File: config.mk
export PLATFORM = sky130hd
export DESIGN_NAME = running_median_filter_flat
export DESIGN_NICKNAME = d
export VERILOG_FILES = /design/src/hw/rtl/rmf_pkg.sv /design/src/hw/rtl/rmf_ifs.sv /design/src/hw/rtl/rmf_cell.sv /design/src/hw/rtl/running_median_filter.sv /design/src/flat_wrapper.sv
export SDC_FILE = /design/constraint.sdc
export NUM_CORES = 1
export LEC_CHECK = 0
export BUFFER_PORTS_ARGS = -buffer_cell sky130_fd_sc_hd__buf_4
export CAP_MARGIN = 5
export CELL_PAD_IN_SITES_DETAIL_PLACEMENT = 1
export CELL_PAD_IN_SITES_GLOBAL_PLACEMENT = 2
export CORE_ASPECT_RATIO = 0.5
export CORE_MARGIN = 5
export CORE_UTILIZATION = 47
export DETAILED_ROUTE_END_ITERATION = 10
export PLACE_DENSITY = 0.93
export SETUP_SLACK_MARGIN = 0.1
export SLEW_MARGIN = 5
export SYNTH_ARGS = -nofsm -noshare
export SYNTH_HDL_FRONTEND = slang
export SYNTH_HIERARCHICAL = 1
export SYNTH_SLANG_ARGS = --single-unit
File: constraint.sdc
create_clock -name clk -period 21.3 [get_ports clk]
set_input_delay 3.195 -clock clk [delete_from_list [all_inputs] [get_ports clk]]
set_output_delay 3.195 -clock clk [all_outputs]
set_load 0.1 [all_outputs]
File: src/hw/rtl/rmf_pkg.sv
// ----------------------------------------------------------------------------
// rmf_pkg
// Shared constants and types of the running median filter.
// ----------------------------------------------------------------------------
package rmf_pkg;

    localparam int MAX_WINDOW  = 16;
    localparam int SAMPLE_BITS = 16;
    localparam int CFG_W       = 5;
    localparam int IDX_W       = (MAX_WINDOW > 1) ? $clog2(MAX_WINDOW) : 1;
    localparam int CNT_W       = $clog2(MAX_WINDOW + 1);

    localparam logic [CFG_W-1:0] WINDOW_RESET = CFG_W'(5);

    // one window entry: value and the write slot it came from
    typedef struct packed {
        logic signed [SAMPLE_BITS-1:0] val;
        logic [IDX_W-1:0]              tag;
    } entry_t;

    // per-cell control from the top level
    typedef struct packed {
        logic rm_before;   // removed entry sits at or left of this cell
        logic c_occ;       // cell is occupied after the removal
    } cell_ctl_t;

endpackage

File: src/hw/rtl/rmf_ifs.sv
// ----------------------------------------------------------------------------
// rmf_ifs
// Valid/ready channels of the running median filter: samples, results and
// the window size write port.
// ----------------------------------------------------------------------------
interface rmf_sample_if import rmf_pkg::*; ();
    logic                          valid;
    logic                          ready;
    logic signed [SAMPLE_BITS-1:0] sample;

    modport source (output valid, output sample, input ready);
    modport sink (input valid, input sample, output ready);
endinterface

interface rmf_result_if import rmf_pkg::*; ();
    logic                          valid;
    logic                          ready;
    logic signed [SAMPLE_BITS-1:0] filtered;
    logic                          window_full;

    modport source (output valid, output filtered, output window_full, input ready);
    modport sink (input valid, input filtered, input window_full, output ready);
endinterface

interface rmf_cfg_if import rmf_pkg::*; ();
    logic             valid;
    logic             ready;
    logic [CFG_W-1:0] window_size;

    modport source (output valid, output window_size, input ready);
    modport sink (input valid, input window_size, output ready);
endinterface

File: src/hw/rtl/rmf_cell.sv
// ----------------------------------------------------------------------------
// rmf_cell
// One slot of the sorted window. Per request the oldest entry is squeezed out
// (cells right of it shift left) and the new sample drops into its sorted place
// (cells right of it shift right), all in one step with the neighbors.
// ----------------------------------------------------------------------------
module rmf_cell
    import rmf_pkg::*;
(
    input  logic      clk,
    input  logic      en,
    input  cell_ctl_t ctl,
    input  entry_t    ins,
    input  entry_t    left_c,
    input  logic      left_le,
    input  entry_t    right_q,
    output entry_t    q,
    output entry_t    c,
    output logic      c_le,
    output entry_t    q_next
);

    entry_t q_reg;

    always_comb
    begin
        // compacted content after the removal
        c    = ctl.rm_before ? right_q : q_reg;
        c_le = ctl.c_occ && (c.val <= ins.val);
        if (c_le)
            q_next = c;
        else if (left_le)
            q_next = ins;
        else
            q_next = left_c;
    end

    always_ff @(posedge clk)
    begin
        if (en)
            q_reg <= q_next;
    end

    assign q = q_reg;

endmodule

File: src/hw/rtl/running_median_filter.sv
// The result is registered at the edge that takes its sample request and is
// offered from the next cycle.
// Throughput: one sample per cycle while results are taken; the whole cell chain
// updates in one step, and a new sample is taken in the same cycle the previous result is taken.
// Reset: write pointer and fill flag cleared, window size back to 5; the cell
// contents are not cleared and are rewritten during the fill before use.
// ----------------------------------------------------------------------------
// running_median_filter
// Sliding-window median over the last N samples held in a sorted cell chain.
// ----------------------------------------------------------------------------
module running_median_filter
    import rmf_pkg::*;
(
    input  logic          clk,
    input  logic          rst_n,
    rmf_sample_if.sink    samples,
    rmf_result_if.source  results,
    rmf_cfg_if.sink       cfg
);

    logic [CFG_W-1:0] win_reg;
    logic [IDX_W-1:0] wp_reg;
    logic             filled_reg;
    logic             out_valid_reg;
    logic signed [SAMPLE_BITS-1:0] filtered_reg;
    logic             full_reg;

    logic [CNT_W-1:0] n_eff;
    logic [IDX_W-1:0] mid;
    logic             in_acc;
    logic             wrap;
    logic [MAX_WINDOW-1:0] match;
    entry_t           ins;

    entry_t    q_arr [MAX_WINDOW];
    entry_t    c_arr [MAX_WINDOW];
    entry_t    d_arr [MAX_WINDOW];
    logic      le_arr [MAX_WINDOW];
    cell_ctl_t ctl_arr [MAX_WINDOW];

    always_comb
    begin
        if (win_reg == '0)
            n_eff = CNT_W'(1);
        else if (int'(win_reg) > MAX_WINDOW)
            n_eff = CNT_W'(MAX_WINDOW);
        else
            n_eff = CNT_W'(win_reg);
    end

    assign mid     = IDX_W'(n_eff >> 1);
    assign in_acc  = samples.valid && samples.ready;
    assign wrap    = (CNT_W'(wp_reg) + CNT_W'(1)) == n_eff;
    assign ins.val = samples.sample;
    assign ins.tag = wp_reg;

    assign samples.ready = !out_valid_reg || results.ready;
    assign cfg.ready     = 1'b1;

    for (genvar i = 0; i < MAX_WINDOW; i++)
    begin : g_cell
        assign match[i] = filled_reg && (i < int'(n_eff)) && (q_arr[i].tag == wp_reg);
        assign ctl_arr[i].rm_before = |match[i:0];
        assign ctl_arr[i].c_occ = filled_reg ? ((i + 1) < int'(n_eff))
                                             : (i < int'(wp_reg));

        rmf_cell u_cell (
            .clk     (clk),
            .en      (in_acc),
            .ctl     (ctl_arr[i]),
            .ins     (ins),
            .left_c  ((i == 0) ? ins : c_arr[(i == 0) ? 0 : i - 1]),
            .left_le ((i == 0) ? 1'b1 : le_arr[(i == 0) ? 0 : i - 1]),
            .right_q (q_arr[(i == MAX_WINDOW - 1) ? i : i + 1]),
            .q       (q_arr[i]),
            .c       (c_arr[i]),
            .c_le    (le_arr[i]),
            .q_next  (d_arr[i])
        );
    end

    always_ff @(posedge clk or negedge rst_n)
    begin
        if (!rst_n)
        begin
            win_reg       <= WINDOW_RESET;
            wp_reg        <= '0;
            filled_reg    <= 1'b0;
            out_valid_reg <= 1'b0;
        end
        else
        begin
            if (in_acc)
                out_valid_reg <= 1'b1;
            else if (results.ready)
                out_valid_reg <= 1'b0;

            if (cfg.valid && cfg.ready)
            begin
                win_reg    <= cfg.window_size;
                wp_reg     <= '0;
                filled_reg <= 1'b0;
            end
            else if (in_acc)
            begin
                if (wrap)
                begin
                    wp_reg     <= '0;
                    filled_reg <= 1'b1;
                end
                else
                    wp_reg <= wp_reg + IDX_W'(1);
            end
        end
    end

    always_ff @(posedge clk)
    begin
        if (in_acc)
        begin
            if (filled_reg || wrap)
            begin
                filtered_reg <= d_arr[mid].val;
                full_reg     <= 1'b1;
            end
            else
            begin
                filtered_reg <= samples.sample;
                full_reg     <= 1'b0;
            end
        end
    end

    assign results.valid       = out_valid_reg;
    assign results.filtered    = filtered_reg;
    assign results.window_full = full_reg;

    // tags form a permutation of the slots once the window is full
    a_one_oldest: assert property (@(posedge clk) disable iff (!rst_n)
        filled_reg |-> $onehot(match))
        else $error("oldest entry not unique");

    a_wp_range: assert property (@(posedge clk) disable iff (!rst_n)
        int'(wp_reg) < int'(n_eff))
        else $error("write pointer beyond window");

    a_result_follows: assert property (@(posedge clk) disable iff (!rst_n)
        in_acc |=> out_valid_reg)
        else $error("accepted sample left no result");

    a_fill_on_request: assert property (@(posedge clk) disable iff (!rst_n)
        $rose(filled_reg) |-> $past(in_acc))
        else $error("window filled without a sample");

endmodule
File: src/flat_wrapper.sv
// flat-port wrapper written by rule: the top's interface ports become plain ports
module running_median_filter_flat import rmf_pkg::*;
  (clk, rst_n, samples_valid, samples_sample, samples_ready, results_valid, results_filtered, results_window_full, results_ready, cfg_valid, cfg_window_size, cfg_ready);
  rmf_sample_if samples_i ();
  rmf_result_if results_i ();
  rmf_cfg_if cfg_i ();
  input  logic clk;
  input  logic rst_n;
  input wire logic [$bits(samples_i.valid)-1:0] samples_valid;
  input wire logic [$bits(samples_i.sample)-1:0] samples_sample;
  output wire logic [$bits(samples_i.ready)-1:0] samples_ready;
  output wire logic [$bits(results_i.valid)-1:0] results_valid;
  output wire logic [$bits(results_i.filtered)-1:0] results_filtered;
  output wire logic [$bits(results_i.window_full)-1:0] results_window_full;
  input wire logic [$bits(results_i.ready)-1:0] results_ready;
  input wire logic [$bits(cfg_i.valid)-1:0] cfg_valid;
  input wire logic [$bits(cfg_i.window_size)-1:0] cfg_window_size;
  output wire logic [$bits(cfg_i.ready)-1:0] cfg_ready;
  assign samples_i.valid = samples_valid;
  assign samples_i.sample = samples_sample;
  assign samples_ready = samples_i.ready;
  assign results_valid = results_i.valid;
  assign results_filtered = results_i.filtered;
  assign results_window_full = results_i.window_full;
  assign results_i.ready = results_ready;
  assign cfg_i.valid = cfg_valid;
  assign cfg_i.window_size = cfg_window_size;
  assign cfg_ready = cfg_i.ready;
  running_median_filter u_core (.clk(clk), .rst_n(rst_n), .samples(samples_i), .results(results_i), .cfg(cfg_i));
endmodule
==> results.toml, run 1 <==
[outcome]
outcome = "finished with violations"
violations = "max-slew violations"

[global_routing]
antenna_found_initial = 4
grt_usage = 0.282
grt_pass1_vias = 26700
grt_max_degree = 130
grt_remaining_overflow = 0
grt_pass1_wl_mm = 166

[cells_and_area]
final_cells = 3992
mostFrequentLayoutCell = "a21oi_1"
drive_gt1_frac = 0.212
final_cell_mix = "a21oi_1 (390), mux2_2 (352), edfxtp_1 (337)"
antenna_cells = 0
area_growth_syn_to_layout_pct = 5.93
finalCoreUtilization = 0.506
largest_register_ffs = 320
nets = 3355

[cts]
postCtsSetupBuffers = 0
clockRootBuffer = "clkbuf_16"
cts_hold_buf = 0
cts_made_buffers = 38
clk_latency_ps = 580
clockBufferDepth = 3
post_cts_resize_count = 0
cts.htree.levels = 2
clk_pin_slew_ps = 70
clock_sinks = 348
tritoncts = "yes"

[routing]
vias_per_cell = 6.54
top_layer_used = "met4"
wl_met1_mm = 48.4
drc = 0
firstDrtPassIters = 6
wl_met3_mm = 7.57
met2WireLength_mm = 50.3
first_iter_violations = 2399
drt_wl_total_mm = 109
num_vias = 26100
postRouteAntennaNets = 0
wl_per_cell_um = 27.4

[place]
place.gp.congestion = 0.884
port_buffers = 44
placed_cells = 3928
dp_hpwl_mm = 78.8

[timing]
relSlewSlack = -0.909
rsz0062_at_grt = "no"
worst_pin_slew_ps = 2850
slew_viol_final = 40
fin_crit_sh = 0.410
skew_ps = 38.5
fmax_mhz = 115
setup_violations = 0
fin_tns_setup_ps = 0
final.min_clock_period_ps = 8730
hold_viol = 0
hold_ws_ps = 554

[setup_path]
cp.required_ps = 21640
worst_setup_path_start_kind = "register"
critical_path.startpoint = "u_core/wp_reg[1]$_DFFE_PN0P_"
worst-path-max-fanout = 41
r2r_slack_ps = 12570
crit_type = "reg -> reg"
setup.worst_path.end_class = "register"
crit_arrival_ps = 9070
reg2reg_from = "u_core/wp_reg[1]$_DFFE_PN0P_"

[synth]
syn_inst = 3141
synth_warnings = 6
syn_avg_cell_area_um2 = 10.2
synth_area_um2 = 32100

[floorplan]
ioPinCount = 46
rows = 67
dieArea_um2 = 74000
core_um2 = 67300
fp.dieH_um = 195
initial_core_util = 0.477
die_x_um = 380

[power]
leakage_nw = 13.3
p_per_area_nw_per_um2 = 63.3
irDropWorstVdd_v = 0.0000471

[min_path]
hold_path_startpoint = "u_core/results.valid$_DFFE_PN0P_"
hold_path.class = "reg -> reg"

[job]
maxCapViolCount = 0
## critical path: stages (launching register included)
cell      delay, ps
dfrtp_2         340
buf_4           480
inv_1           220
a211oi_1        280
and4b_1         220
buf_4           340
nand3b_1        160
buf_4           360
or2_2           630
nand2b_1       1060
mux2_2          470
ha_1            350
nand4_2         160
nor2_1           70
a311o_1         400
a211oi_1        350
a211oi_4         50
inv_1           980
a21oi_1         230
mux2_4          330
mux2i_1         150
o22ai_1         160
mux2i_1         210
o21ai_0         160
mux2_4          290
## cell type report
cell class | instances | area [um2]
Sequential cell | 348 | 10400
Timing Repair Buffer | 97 | 728
Tap cell | 897 | 1120
Multi-Input combinational cell | 2285 | 19600
Clock buffer | 50 | 1020
Inverter | 301 | 1140
Clock inverter | 14 | 65.1
Fill cell | 7376 | 33300
## layer usage
layer  vias to the layer above  global-route usage
met1                     13200               0.384
met4                         0              0.0779
met2                       914               0.466
met3                       206              0.0481
met5                         -                   0
li1                      11800                   -
## per-stage QoR
step | instance area [um2] | setup WS [ps] | power [mW]
6_report | 34000 | 12570 | 2.16
5_1_grt | 34000 | 12300 | 2.25
4_1_cts | 34000 | 12770 | 2.15
3_5_place_dp | 33000 | 12800 | 1.51
3_3_place_gp | 33000 | 12950 | 1.48
2_1_floorplan | 32100 | 9440 | 1.32
## power by group
part / total [mW] / internal [mW] / switching (mW)
Combinational: 0.640 / 0.257 / 0.383
Sequential: 0.878 / 0.833 / 0.0451
Clock: 0.637 / 0.335 / 0.302
Total: 2.16 / 1.43 / 0.731
## worst paths after layout
| path | to | cells past startpoint |
|---|---|---|
| min reg2reg | u_core/results.valid$_DFFE_PN0P_ | 2 |
| min in group asynchronous | u_core/filled_reg$_DFFE_PN0P_ | 1 |
| min | u_core/results.valid$_DFFE_PN0P_ | 2 |
| max | u_core/results.filtered[6]$_DFFE_PP_ | 24 |
| max in group asynchronous | u_core/win_reg[2]$_DFFE_PN1P_ | 1 |
| max reg2reg | u_core/results.filtered[6]$_DFFE_PP_ | 24 |
Power figures use the tool's default switching activity.
==> inputs of run 2 (changes only) <==
--- a/config.mk
+++ b/config.mk
@@ -11,9 +11,9 @@
 export CELL_PAD_IN_SITES_GLOBAL_PLACEMENT = 2
 export CORE_ASPECT_RATIO = 0.5
 export CORE_MARGIN = 5
-export CORE_UTILIZATION = 47
+export CORE_UTILIZATION = 44
 export DETAILED_ROUTE_END_ITERATION = 10
-export PLACE_DENSITY = 0.93
+export PLACE_DENSITY = 0.88
 export SETUP_SLACK_MARGIN = 0.1
 export SLEW_MARGIN = 5
 export SYNTH_ARGS = -nofsm -noshare
==> constraint.sdc (replaced) <==
create_clock -name clk -period 8.9 [get_ports clk]
set_input_delay 1.335 -clock clk [delete_from_list [all_inputs] [get_ports clk]]
set_output_delay 1.335 -clock clk [all_outputs]
set_load 0.1 [all_outputs]
==> results.toml, run 2 (same netlist as run 1, synthesis figures left out) <==
[power]
p_total_mw = 5.42
p_per_area_nw_per_um2 = 157
irDropWorstVdd_v = 0.000117
leakage_nw = 13.5

[min_path]
hold_path_startpoint = "u_core/results.valid$_DFFE_PN0P_"
min_to = "u_core/results.valid$_DFFE_PN0P_"
hold_depth = 2
hold_path.class = "reg -> reg"

[setup_path]
reg2reg_from = "u_core/win_reg[2]$_DFFE_PN1P_"
worst_setup_path_start_kind = "register"
path_cells = "a21o_1 > nor2_1 > or4_1 > nand3b_1 > buf_4 > or2_2 > nand2b_1 > mux2_2 > ha_1 > a21o_1 > a211oi_1 > o31ai_1 > a211oi_1 > a211oi_4 > inv_1 > buf_4 > a21oi_1 > mux2_4 > mux2i_1 > o22ai_1 > mux2i_1 > o21ai_0 > mux2_4"
worst-path-max-fanout = 33
setup.worst_path.end_class = "register"
cp_slowest_cell = "dfstp_2"
r2r_slack_ps = 910
reg2regPathDepth = 23
crit_type = "reg -> reg"
cp.required_ps = 9240
critPathMaxStageDelay_ps = 1140
crit_arrival_ps = 8330
r2r-end = "u_core/results.filtered[6]$_DFFE_PP_"

[timing]
skew_ps = 27.5
fin_crit_sh = 0.898
final.min_clock_period_ps = 7990
setup_violations = 0
fin_tns_setup_ps = 0
relSlewSlack = -0.981
worst_pin_slew_ps = 2960
fmax_mhz = 125
hold_viol = 0
slew_viol_final = 40
rsz0062_at_grt = "no"

[place]
port_buffers = 44
dp_hpwl_mm = 79.7
place.gp.congestion = 0.884

[cts]
clockBufferDepth = 3
clock_sinks = 348
clk_pin_slew_ps = 70
clockRootBuffer = "clkbuf_16"
tritoncts = "yes"
cts.htree.levels = 2
postCtsSetupBuffers = 0
cts_made_buffers = 39
clk_latency_ps = 580
post_cts_resize_count = 0
cts_hold_buf = 0

[cells_and_area]
drive_gt1_frac = 0.217
area_growth_syn_to_layout_pct = 7.25
final_cell_mix = "a21oi_1 (390), mux2_2 (352), edfxtp_1 (337)"
mostFrequentLayoutCell = "a21oi_1"
nets = 3366
largest_register_ffs = 320

[global_routing]
grt_usage = 0.263
grt_pass1_vias = 26400
grt_remaining_overflow = 0
grt_max_degree = 181
antenna_found_initial = 4
grt_pass1_wl_mm = 163

[floorplan]
fp.dieH_um = 201
ioPinCount = 46
core_um2 = 72700
initial_core_util = 0.442
rows = 70
dieArea_um2 = 78900
die_x_um = 392

[routing]
firstDrtPassIters = 5
drc = 0
vias_per_cell = 6.29
drt_wl_total_mm = 107
postRouteAntennaNets = 0
num_vias = 25700
wl_per_cell_um = 26.2
first_iter_violations = 2199

[outcome]
outcome = "finished with violations"
violations = "max-slew violations"

[job]
maxCapViolCount = 0
## run 2: stage by stage
step	hold WS [ps]	utilization	instances	setup WS [ps]	area [um2]
finish	577	0.474	4084	909	34500
detailed placement	557	0.456	4013	1020	33100
CTS	564	0.474	4083	1010	34500
global route	575	0.474	4083	599	34500
global placement	516	0.456	4013	1160	33100
floorplan	636	-	3144	846	32100
## run 2: where the power goes
part           total (mW)  switching [mW]  internal [mW]  leakage (nW)
Clock                1.80           0.766           1.04         0.640
Combinational        1.51           0.895          0.615          9.51
Sequential           2.11           0.117           1.99          3.34
Total                5.42            1.78           3.65          13.5
## run 2: area by class of cell
cell class                      instances  area (um2)
Tap cell                              972        1220
Antenna cell                            1        2.50
Inverter                              301        1130
Multi-Input combinational cell       2285       19600
Sequential cell                       348       10400
Timing Repair Buffer                  107         816
Clock inverter                         26         330
Fill cell                            8009       38200
Clock buffer                           44         995
## run 2: worst max-delay path by stage
stage / slack [ps] / to / cells after the start / start
detailed placement: 1020 / u_core/results.filtered[6]$_DFFE_PP_ / 23 / u_core/win_reg[2]$_DFFE_PN1P_
floorplan: 850 / u_core/g_cell[0].u_cell/q[0]$_DFFE_PP_ / 3 / results_ready
CTS: 1010 / u_core/results.filtered[6]$_DFFE_PP_ / 23 / u_core/win_reg[2]$_DFFE_PN1P_
global route: 600 / u_core/results.filtered[6]$_DFFE_PP_ / 23 / u_core/win_reg[2]$_DFFE_PN1P_
finish: 910 / u_core/results.filtered[6]$_DFFE_PP_ / 23 / u_core/win_reg[2]$_DFFE_PN1P_
global placement: 1160 / u_core/results.filtered[6]$_DFFE_PP_ / 23 / u_core/win_reg[2]$_DFFE_PN1P_
## run 2: routing by layer
metal | up-vias | part of all wire | GRT usage
li1 | 11800 | - | -
met1 | 13000 | 0.47 | 0.378
met2 | 736 | 0.45 | 0.419
met3 | 129 | 0.057 | 0.0346
met4 | 0 | 0.024 | 0.0652
met5 | - | 0 | 0
## run 2: critical path: cells and delay by family, from the launching register on
kind	cells	cell delay, ps
AND/OR/NAND/NOR	5	1910
multiplexers	5	1370
AO/OA/AOI/OAI	9	1820
buffers and inverters	3	1150
flip-flops	1	1140
adder cells (fa/ha/maj)	1	330
